$ cat config.mk
export PLATFORM = sky130hd
export DESIGN_NAME = film_transport_sequencer
export DESIGN_NICKNAME = d
export VERILOG_FILES = /design/src/fts_pkg.sv /design/src/fts_csr.sv /design/src/fts_core.sv /design/src/film_transport_sequencer.sv
export SDC_FILE = /design/constraint.sdc
export NUM_CORES = 1
export LEC_CHECK = 0
export ABC_CLOCK_PERIOD_IN_PS = 3880
export BUFFER_PORTS_ARGS = -buffer_cell sky130_fd_sc_hd__buf_2
export CORE_AREA = 10 10 199 154
export CTS_BUF_LIST = sky130_fd_sc_hd__clkbuf_2 sky130_fd_sc_hd__clkbuf_4 sky130_fd_sc_hd__clkbuf_8
export DETAILED_ROUTE_END_ITERATION = 7
export DIE_AREA = 0 0 209 164
export PLACE_DENSITY = 0.66
export SYNTH_ARGS = -nofsm -noshare
export SYNTH_HDL_FRONTEND = slang
export SYNTH_SLANG_ARGS = --single-unit
$ cat constraint.sdc
create_clock -name clock -period 3.88 [get_ports clock]
set_clock_uncertainty 0.2 [all_clocks]
set_input_delay 0.776 -clock clock [delete_from_list [all_inputs] [get_ports clock]]
set_output_delay 0.776 -clock clock [all_outputs]
set_load 0.02 [all_outputs]
$ cat src/fts_pkg.sv
// Package for the film transport sequencer: payload types, register map and constants.
`default_nettype none
package fts_pkg;

   localparam int unsigned FTS_COUNT_WIDTH = 16;
   localparam int unsigned ALERT_WIDTH     = 17;
   localparam int unsigned CSR_IDX_WIDTH   = 3;
   localparam int unsigned CSR_DATA_WIDTH  = 16;

   typedef enum logic [CSR_IDX_WIDTH-1:0] {
      CSR_FAST_TICK_PERIOD      = 3'd0,
      CSR_SLOW_TICK_PERIOD      = 3'd1,
      CSR_FRAME_COUNT_THRESHOLD = 3'd2,
      CSR_STALL_LIMIT           = 3'd3,
      CSR_ALERT_ON_TIME         = 3'd4,
      CSR_ALERT_OFF_TIME        = 3'd5,
      CSR_RECOVER_DELAY         = 3'd6
   } csr_index_type;

   localparam logic [15:0] FAST_TICK_PERIOD_RST      = 16'(84 * 4);
   localparam logic [15:0] SLOW_TICK_PERIOD_RST      = 16'(220 * 4);
   localparam logic [15:0] FRAME_COUNT_THRESHOLD_RST = 16'd1800;
   localparam logic [15:0] STALL_LIMIT_RST           = 16'd30000;
   localparam logic [14:0] ALERT_ON_TIME_RST         = 15'd15000;
   localparam logic [14:0] ALERT_OFF_TIME_RST        = 15'd18000;
   localparam logic [15:0] RECOVER_DELAY_RST         = 16'd500;

   // position values at which the outputs change
   localparam int unsigned POS_TAKEUP_ON       = 100;
   localparam int unsigned POS_FAST_TAKEUP_OFF = 750;
   localparam int unsigned POS_SLOW_CUT_EARLY  = 300;
   localparam int unsigned POS_SLOW_CUT_LATE   = 500;
   localparam int unsigned POS_FAST_TRIG_ON    = 4500;
   localparam int unsigned POS_FAST_TRIG_OFF   = 4550;
   localparam int unsigned POS_SLOW_TRIG_ON0   = 4500;
   localparam int unsigned POS_SLOW_TRIG_ON1   = 5800;
   localparam int unsigned POS_SLOW_TRIG_ON2   = 7100;
   localparam int unsigned POS_SLOW_TRIG_ON3   = 8400;
   localparam int unsigned SLOW_TRIG_LEN       = 8;
   localparam int unsigned STALL_LATCH_MARGIN  = 100;

   typedef struct packed {
      logic speed_fast;
      logic frame_sync;
      logic run_on;
      logic rewind_on;
      logic capstan_activity;
   } fts_req_type;

   typedef struct packed {
      logic        step_clock;
      logic        takeup_on;
      logic        stepper_on;
      logic        capstan_on;
      logic        camera_trigger;
      logic [15:0] tick_period;
      logic [15:0] frames_counted;
   } fts_rsp_type;

   typedef struct packed {
      logic [15:0] fast_tick_period;
      logic [15:0] slow_tick_period;
      logic [15:0] frame_count_threshold;
      logic [15:0] stall_limit;
      logic [14:0] alert_on_time;
      logic [14:0] alert_off_time;
      logic [15:0] recover_delay;
   } fts_cfg_type;

endpackage
`default_nettype wire

$ cat src/fts_csr.sv
// Configuration register file of the film transport sequencer.
`default_nettype none
module fts_csr (
   input  wire logic                                 clock,
   input  wire logic                                 reset,
   input  wire logic                                 csr_we,
   input  wire logic [fts_pkg::CSR_IDX_WIDTH-1:0]    csr_index,
   input  wire logic [fts_pkg::CSR_DATA_WIDTH-1:0]   csr_wdata,
   output fts_pkg::fts_cfg_type                      cfg
);
   import fts_pkg::*;

   fts_cfg_type cfg_ff, cfg_in;

   always_comb begin
      cfg_in = cfg_ff;
      if (csr_we) begin
         unique case (csr_index_type'(csr_index))
            CSR_FAST_TICK_PERIOD:      cfg_in.fast_tick_period      = csr_wdata;
            CSR_SLOW_TICK_PERIOD:      cfg_in.slow_tick_period      = csr_wdata;
            CSR_FRAME_COUNT_THRESHOLD: cfg_in.frame_count_threshold = csr_wdata;
            CSR_STALL_LIMIT:           cfg_in.stall_limit           = csr_wdata;
            CSR_ALERT_ON_TIME:         cfg_in.alert_on_time         = csr_wdata[14:0];
            CSR_ALERT_OFF_TIME:        cfg_in.alert_off_time        = csr_wdata[14:0];
            CSR_RECOVER_DELAY:         cfg_in.recover_delay         = csr_wdata;
            default: ;
         endcase
      end
   end

   always_ff @(posedge clock) begin
      if (reset) begin
         cfg_ff.fast_tick_period      <= FAST_TICK_PERIOD_RST;
         cfg_ff.slow_tick_period      <= SLOW_TICK_PERIOD_RST;
         cfg_ff.frame_count_threshold <= FRAME_COUNT_THRESHOLD_RST;
         cfg_ff.stall_limit           <= STALL_LIMIT_RST;
         cfg_ff.alert_on_time         <= ALERT_ON_TIME_RST;
         cfg_ff.alert_off_time        <= ALERT_OFF_TIME_RST;
         cfg_ff.recover_delay         <= RECOVER_DELAY_RST;
      end else begin
         cfg_ff <= cfg_in;
      end
   end

   assign cfg = cfg_ff;

endmodule
`default_nettype wire

$ cat src/fts_core.sv
// Tick state and next-state logic of the film transport sequencer.
`default_nettype none
module fts_core #(
   parameter int unsigned COUNT_WIDTH = fts_pkg::FTS_COUNT_WIDTH
) (
   input  wire logic                 clock,
   input  wire logic                 reset,
   input  wire logic                 step,
   input  wire fts_pkg::fts_req_type item,
   input  wire fts_pkg::fts_cfg_type cfg,
   output fts_pkg::fts_rsp_type      rsp
);
   import fts_pkg::*;

   localparam logic [31:0] CNT_MAX = 32'((64'(1) << COUNT_WIDTH) - 64'(1));
   localparam logic [COUNT_WIDTH-1:0] CNT_ONE = COUNT_WIDTH'(1);

   logic step_ff, step_in;
   logic takeup_ff, takeup_in;
   logic stepper_ff, stepper_in;
   logic capstan_ff, capstan_in;
   logic trigger_ff, trigger_in;
   logic started_ff, started_in;
   logic sync_seen_ff, sync_seen_in;
   logic act_seen_ff, act_seen_in;
   logic hold_ff, hold_in;
   logic [COUNT_WIDTH-1:0] pos_ff, pos_in;
   logic [COUNT_WIDTH-1:0] frame_ff, frame_in;
   logic [COUNT_WIDTH-1:0] stall_ff, stall_in;
   logic [COUNT_WIDTH-1:0] recover_ff, recover_in;
   logic [ALERT_WIDTH-1:0] alert_ff, alert_in;

   logic [31:0] pos32;
   logic        many;
   logic [31:0] latch32;
   logic [ALERT_WIDTH:0] alert_next;
   logic [31:0] frame32;

   assign pos32   = 32'(pos_ff);
   assign many    = 32'(frame_ff) > 32'(cfg.frame_count_threshold);
   assign latch32 = 32'(cfg.stall_limit) + 32'(STALL_LATCH_MARGIN);

   always_comb begin
      step_in      = !step_ff;
      takeup_in    = takeup_ff;
      stepper_in   = stepper_ff;
      capstan_in   = capstan_ff;
      trigger_in   = trigger_ff;
      started_in   = started_ff;
      sync_seen_in = sync_seen_ff;
      act_seen_in  = act_seen_ff;
      hold_in      = hold_ff;
      pos_in       = pos_ff;
      frame_in     = frame_ff;
      stall_in     = stall_ff;
      recover_in   = recover_ff;
      alert_in     = alert_ff;
      alert_next   = '0;

      if (item.speed_fast) begin
         if (pos32 == POS_TAKEUP_ON)       takeup_in  = 1'b1;
         if (pos32 == POS_FAST_TAKEUP_OFF) takeup_in  = 1'b0;
         if (pos32 == POS_FAST_TRIG_ON)    trigger_in = 1'b1;
         if (pos32 == POS_FAST_TRIG_OFF)   trigger_in = 1'b0;
      end else begin
         if (pos32 == POS_TAKEUP_ON) takeup_in = 1'b1;
         if (pos32 == POS_SLOW_CUT_EARLY && many) takeup_in = 1'b0;
         if (pos32 == POS_SLOW_CUT_LATE && !many) takeup_in = 1'b0;
         if (pos32 == POS_SLOW_TRIG_ON0 || pos32 == POS_SLOW_TRIG_ON1 ||
             pos32 == POS_SLOW_TRIG_ON2 || pos32 == POS_SLOW_TRIG_ON3)
            trigger_in = 1'b1;
         if (pos32 == POS_SLOW_TRIG_ON0 + SLOW_TRIG_LEN ||
             pos32 == POS_SLOW_TRIG_ON1 + SLOW_TRIG_LEN ||
             pos32 == POS_SLOW_TRIG_ON2 + SLOW_TRIG_LEN ||
             pos32 == POS_SLOW_TRIG_ON3 + SLOW_TRIG_LEN)
            trigger_in = 1'b0;
      end

      if (item.frame_sync && item.run_on) begin
         if (!sync_seen_ff) begin
            frame_in     = frame_ff + CNT_ONE;
            sync_seen_in = 1'b1;
         end
      end else begin
         sync_seen_in = 1'b0;
      end

      if (item.rewind_on) begin
         priority if (item.capstan_activity && !act_seen_ff) begin
            stall_in    = '0;
            act_seen_in = 1'b1;
         end else if (!item.capstan_activity && act_seen_ff) begin
            stall_in    = '0;
            act_seen_in = 1'b0;
         end else begin
            stall_in = stall_ff + CNT_ONE;
         end

         if (32'(stall_in) > 32'(cfg.stall_limit)) begin
            stepper_in = 1'b0;
            hold_in    = 1'b1;
            stall_in   = (latch32 > CNT_MAX) ? CNT_MAX[COUNT_WIDTH-1:0]
                                             : latch32[COUNT_WIDTH-1:0];
            alert_next = (ALERT_WIDTH+1)'(alert_ff) + (ALERT_WIDTH+1)'(1);
            if (alert_next[ALERT_WIDTH:2] == 16'(cfg.alert_on_time)) capstan_in = 1'b1;
            if (alert_next[ALERT_WIDTH:2] > 16'(cfg.alert_off_time)) begin
               capstan_in = 1'b0;
               alert_next = '0;
            end
            alert_in = alert_next[ALERT_WIDTH-1:0];
         end else begin
            recover_in = recover_ff + CNT_ONE;
            if (32'(recover_in) > 32'(cfg.recover_delay)) begin
               recover_in = '0;
               capstan_in = 1'b0;
               hold_in    = 1'b0;
               alert_in   = '0;
            end
         end
      end

      if (item.frame_sync) begin
         pos_in     = '0;
         started_in = 1'b1;
      end else if (started_ff) begin
         pos_in = pos_ff + CNT_ONE;
      end

      if (item.run_on) begin
         if (!hold_in) stepper_in = 1'b1;
      end else begin
         stepper_in = 1'b0;
         pos_in     = '0;
         started_in = 1'b0;
         stall_in   = '0;
         recover_in = '0;
         alert_in   = '0;
         takeup_in  = item.rewind_on;
         capstan_in = 1'b0;
         hold_in    = 1'b0;
      end
   end

   assign frame32 = 32'(frame_in);

   always_comb begin
      rsp.step_clock     = step_in;
      rsp.takeup_on      = takeup_in;
      rsp.stepper_on     = stepper_in;
      rsp.capstan_on     = capstan_in;
      rsp.camera_trigger = trigger_in;
      rsp.tick_period    = item.speed_fast ? cfg.fast_tick_period : cfg.slow_tick_period;
      rsp.frames_counted = frame32[15:0];
   end

   always_ff @(posedge clock) begin
      if (reset) begin
         step_ff      <= 1'b0;
         takeup_ff    <= 1'b0;
         stepper_ff   <= 1'b1;
         capstan_ff   <= 1'b0;
         trigger_ff   <= 1'b0;
         started_ff   <= 1'b0;
         sync_seen_ff <= 1'b0;
         act_seen_ff  <= 1'b1;
         hold_ff      <= 1'b0;
         pos_ff       <= '0;
         frame_ff     <= '0;
         stall_ff     <= '0;
         recover_ff   <= '0;
         alert_ff     <= '0;
      end else if (step) begin
         step_ff      <= step_in;
         takeup_ff    <= takeup_in;
         stepper_ff   <= stepper_in;
         capstan_ff   <= capstan_in;
         trigger_ff   <= trigger_in;
         started_ff   <= started_in;
         sync_seen_ff <= sync_seen_in;
         act_seen_ff  <= act_seen_in;
         hold_ff      <= hold_in;
         pos_ff       <= pos_in;
         frame_ff     <= frame_in;
         stall_ff     <= stall_in;
         recover_ff   <= recover_in;
         alert_ff     <= alert_in;
      end
   end

   a_step_toggles: assert property (@(posedge clock) disable iff (reset)
      step |=> step_ff != $past(step_ff))
      else $error("step clock did not toggle on a tick");

   a_run_off_clears: assert property (@(posedge clock) disable iff (reset)
      step && !item.run_on |=> pos_ff == '0 && !hold_ff && !stepper_ff && alert_ff == '0)
      else $error("run off did not clear counters");

   a_hold_stepper_off: assert property (@(posedge clock) disable iff (reset)
      hold_ff |-> !stepper_ff)
      else $error("stepper on during stall hold");

   a_alert_only_in_hold: assert property (@(posedge clock) disable iff (reset)
      (capstan_ff || alert_ff != '0) |-> hold_ff)
      else $error("alert running without stall hold");

endmodule
`default_nettype wire

$ cat src/film_transport_sequencer.sv
// Film transport sequencer top level: tick input register, state core and result register.
//
// One req beat is one timer tick carrying the sampled switch and sensor levels;
// one rsp beat comes back for every req beat, in order, carrying the output
// levels after that tick, the timer period for the next tick and the frame count.
// Registers are written through the csr port (write enable, index, data); the user
// must write them only while no tick is in flight, which the block does not enforce.
// A tick accepted into the tick register enters the result register when it advances,
// and its rsp beat is then offered from the result register.
// Throughput: one tick per cycle while rsp_stall is low; the state update is a single
// registered pass from the tick register into the result register.
// Reset (synchronous, active high) empties both stages and loads the register
// defaults and the initial transport state; the block is ready the next cycle.
// While rsp_stall is high the result beat holds, one more tick is taken into the
// input register, and req_stall then rises until the result is taken.
`default_nettype none
module film_transport_sequencer #(
   parameter int unsigned COUNT_WIDTH = fts_pkg::FTS_COUNT_WIDTH
) (
   input  wire logic                                 clock,
   input  wire logic                                 reset,
   input  wire logic                                 req_valid,
   output      logic                                 req_stall,
   input  wire fts_pkg::fts_req_type                 req_item,
   output      logic                                 rsp_valid,
   input  wire logic                                 rsp_stall,
   output fts_pkg::fts_rsp_type                      rsp_item,
   input  wire logic                                 csr_we,
   input  wire logic [fts_pkg::CSR_IDX_WIDTH-1:0]    csr_index,
   input  wire logic [fts_pkg::CSR_DATA_WIDTH-1:0]   csr_wdata
);
   import fts_pkg::*;

   fts_cfg_type cfg;
   fts_rsp_type core_rsp;

   logic        s1_valid_ff, s1_valid_in;
   fts_req_type s1_item_ff, s1_item_in;
   logic        out_valid_ff, out_valid_in;
   fts_rsp_type out_item_ff, out_item_in;
   logic        s1_adv;
   logic        req_acc;

   assign s1_adv    = s1_valid_ff && (!out_valid_ff || !rsp_stall);
   assign req_stall = s1_valid_ff && !s1_adv;
   assign req_acc   = req_valid && !req_stall;

   always_comb begin
      s1_valid_in  = req_acc || (s1_valid_ff && !s1_adv);
      s1_item_in   = req_acc ? req_item : s1_item_ff;
      out_valid_in = s1_adv || (out_valid_ff && rsp_stall);
      out_item_in  = s1_adv ? core_rsp : out_item_ff;
   end

   always_ff @(posedge clock) begin
      if (reset) begin
         s1_valid_ff  <= 1'b0;
         out_valid_ff <= 1'b0;
      end else begin
         s1_valid_ff  <= s1_valid_in;
         out_valid_ff <= out_valid_in;
      end
   end

   always_ff @(posedge clock) begin
      s1_item_ff  <= s1_item_in;
      out_item_ff <= out_item_in;
   end

   fts_csr u_csr (
      .clock     (clock),
      .reset     (reset),
      .csr_we    (csr_we),
      .csr_index (csr_index),
      .csr_wdata (csr_wdata),
      .cfg       (cfg)
   );

   fts_core #(
      .COUNT_WIDTH (COUNT_WIDTH)
   ) u_core (
      .clock (clock),
      .reset (reset),
      .step  (s1_adv),
      .item  (s1_item_ff),
      .cfg   (cfg),
      .rsp   (core_rsp)
   );

   assign rsp_valid = out_valid_ff;
   assign rsp_item  = out_item_ff;

endmodule
`default_nettype wire
==> reports/qor.yml <==
status: "finished, final reports clean"
arrival_ns: 4.10
post_drt_wl_per_cell_um: 18.3
crit_required_ns: 4.15
hold_class: "primary input to flop"
cts_buffer_depth: 3
yosys_warnings: 0
fin_crit_ns: 3.83
fin_ws_ns: 0.0477
cts_tree: "built"
power_density_mw_per_mm2: 351
postSynthAreaPerCell_um2: 8.26
area_growth_pct: 19.8
port_buffers: 67
initial_utilization_pct: 49.4
ios: 68
place_congestion: 0.941
detail_route.first_pass.iterations: 5
drc: 0
fin_tns_setup_ns: 0
synthFlopType: "dfxtp_1"
n_fill_cell: 2347
num_rows: 52
finalSetupViolCount: 0
crit_type: "flop to flop"
dp_hpwl_um: 27200
cp_slowest_cell: "or4_4"
async_flop_share_pct: 0
dieArea_mm2: 0.0343
synth_area_leaders: "dfxtp_1 (31%), edfxtp_1 (9.6%), nand2_1 (8.9%), ha_1 (6.9%), a21oi_1 (5.8%)"
worst_pin_slew_ns: 1.39
synth_common_cells: "nand2_1 (312), dfxtp_1 (202), a21oi_1 (152), inv_1 (92), nor2_1 (87)"
postRouteWirelength_um: 38800
slew_headroom_pct: 6.83
viasPerCell: 5.74
clk_pin_slew_ns: 0.06
p_leak_nw: 6.19
syn_nets: 1697
synth_seq_cells: 244
fp.dieW_um: 209
synth.top_cell.area_share_pct: 30.7
cap_violations: 0
antenna_found_initial: 0
synth.most_common_cell: "nand2_1"
grt.total_usage_pct: 21.6
end_kind: "flop"
grt_max_degree: 112
postRouteAntennaNets: 0
drt_iter0_markers: 1056
grt.overflow.total: 0
synth_edf_count: 42
synth.largest_area_cell: "dfxtp_1"
postCtsHoldBufs: 0
synthCells: 1595
cts_made_buffers: 40
cts.sinks: 244
finalCritPeriodShare_pct: 98.8
antennaDiodeCount: 0
vias: 12200
worstPathCellList: "and3_4 -> nand3_4 -> or2_4 -> or3_4 -> a21oi_4 -> ha_4 -> nand4_1 -> or4_4 -> or2_1 -> o31a_1 -> buf_4 -> a211oi_4 -> buf_4 -> buf_12 -> a21oi_2 -> o31ai_1"
cpPeakStageDelay_ns: 0.51
max_freq_mhz: 261
yosysUniqueCellTypes: 79
die_h_um: 164
fin_nets: 1839
synth.cell_area_mm2: 0.0132
cp_max_fo: 5
h-tree-depth: 2
cpMostUsedCell: "buf_4"
grt_pass1_wl_um: 60500
root_buffer: "clkbuf_8"
core_area_mm2: 0.0267
critPathLaunchType: "flop"
grt_setup_unrepaired: "yes"
dp_slack_ns: -0.0241
drv_slew: 0
insertion_delay_ns: 0.58
drive_gt1_share_pct: 20.4
grt_pass1_vias: 11100
finalHoldViolCount: 0
yosysSeqAreaShare_pct: 40.2
ir_drop_mv: 0.402
power by group:
group	switching [mW]	total, mW	internal [mW]
logic	0.266	0.392	0.125
clock network	1.10	2.48	1.38
registers	0.0404	2.67	2.63
kinds of logic (layout without fill, tap and decap cells):
| family | count (synthesis) | in the layout | share of synthesized area (%) |
|---|---|---|---|
| AOI/OAI and AO/OA | 332 | 332 | 16.4 |
| xor gates and xnor gates | 94 | 94 | 6.35 |
| adders and majority gates | 73 | 73 | 6.93 |
| buffers and inverters | 177 | 350 | 5.22 |
| DFF | 244 | 244 | 40.2 |
| muxes | 19 | 19 | 1.60 |
| and+or+nand+nor | 656 | 656 | 23.2 |
cells in the final DEF, fill, tap and decap left out, types with 7 or more instances in the layout:
cell type / instances
a21o_1: 12
a21oi_1: 146
a311oi_1: 7
a31oi_1: 8
and3_1: 16
buf_2: 67
buf_4: 105
buf_6: 8
clkbuf_4: 15
clkbuf_8: 50
dfxtp_1: 195
edfxtp_1: 42
ha_1: 71
inv_1: 90
mux2_2: 17
nand2_1: 310
nand2b_1: 10
nand3_1: 71
nand4_1: 25
nor2_1: 83
nor2b_1: 18
nor3_1: 19
nor4_1: 15
o211ai_1: 30
o21ai_0: 27
o221ai_1: 14
o32ai_1: 14
or3_1: 14
xnor2_1: 49
xnor2_2: 7
xor2_1: 37
critical path: cells and delay by family (launching register included):
kind	cells	cell delay, ns
AOI/OAI and AO/OA	5	0.86
buffers and inverters	3	0.42
and+or+nand+nor	7	1.77
adders and majority gates	1	0.16
DFF	1	0.33
layer usage:
layer	wire [µm]	global-route usage [%]	share of wire, %
met5	0	0	0
met4	852	5.94	2.2
met3	3640	4.48	9.4
met2	15600	30.0	40
met1	18700	32.6	48
cell type report:
type	instances	area, µm²	area share, %
inverter	92	345	2.19
clock inverter	8	78.8	0.499
multi-input combinational	1174	7490	47.4
tap	351	439	2.78
sequential	244	5320	33.7
clock buffer	65	801	5.07
timing repair buffer	185	1320	8.38
path summary, 6_finish.rpt:
kind,start,endpoint,slack [ns],cells past startpoint
worst max-delay path,u_core.stall_ff[0],u_core.alert_ff[6],0.05,16
worst min-delay path,req_item[3],s1_item_ff[3],0.20,1
worst max register to register,u_core.stall_ff[0],u_core.alert_ff[6],0.05,16
worst min register to register,u_csr.cfg[76],u_csr.cfg[76],0.26,2
repair_timing:
item                                    4_1_cts  5_1_grt
gates cloned                                  0        3
pin swaps                                     0       32
endpoints found under the setup margin        2       50
setup buffers                                 2       18
gates resized for setup                       1       76
per-stage QoR:
step	instances	utilization, %	instance area [µm²]	power (mW)	hold WS [ns]
2_1_floorplan	1595	-	13200	2.94	0.226
3_3_place_gp	2023	53.9	14400	3.09	0.236
3_5_place_dp	2023	53.9	14400	3.10	0.243
4_1_cts	2098	57.3	15300	5.57	0.178
5_1_grt	2119	59.2	15800	5.73	0.187
6_report	2119	59.2	15800	5.55	0.199
registers in the layout, summed over array words and instances, names as in the netlist, 5 cells and up:
signal             count
u_core.alert_ff       17
u_core.recover_ff     16
u_core.pos_ff         16
u_core.frame_ff       16
s1_item_ff             5
u_csr.cfg            110
u_core.stall_ff       16
rsp_item              37
Power figures use the tool's default switching activity.
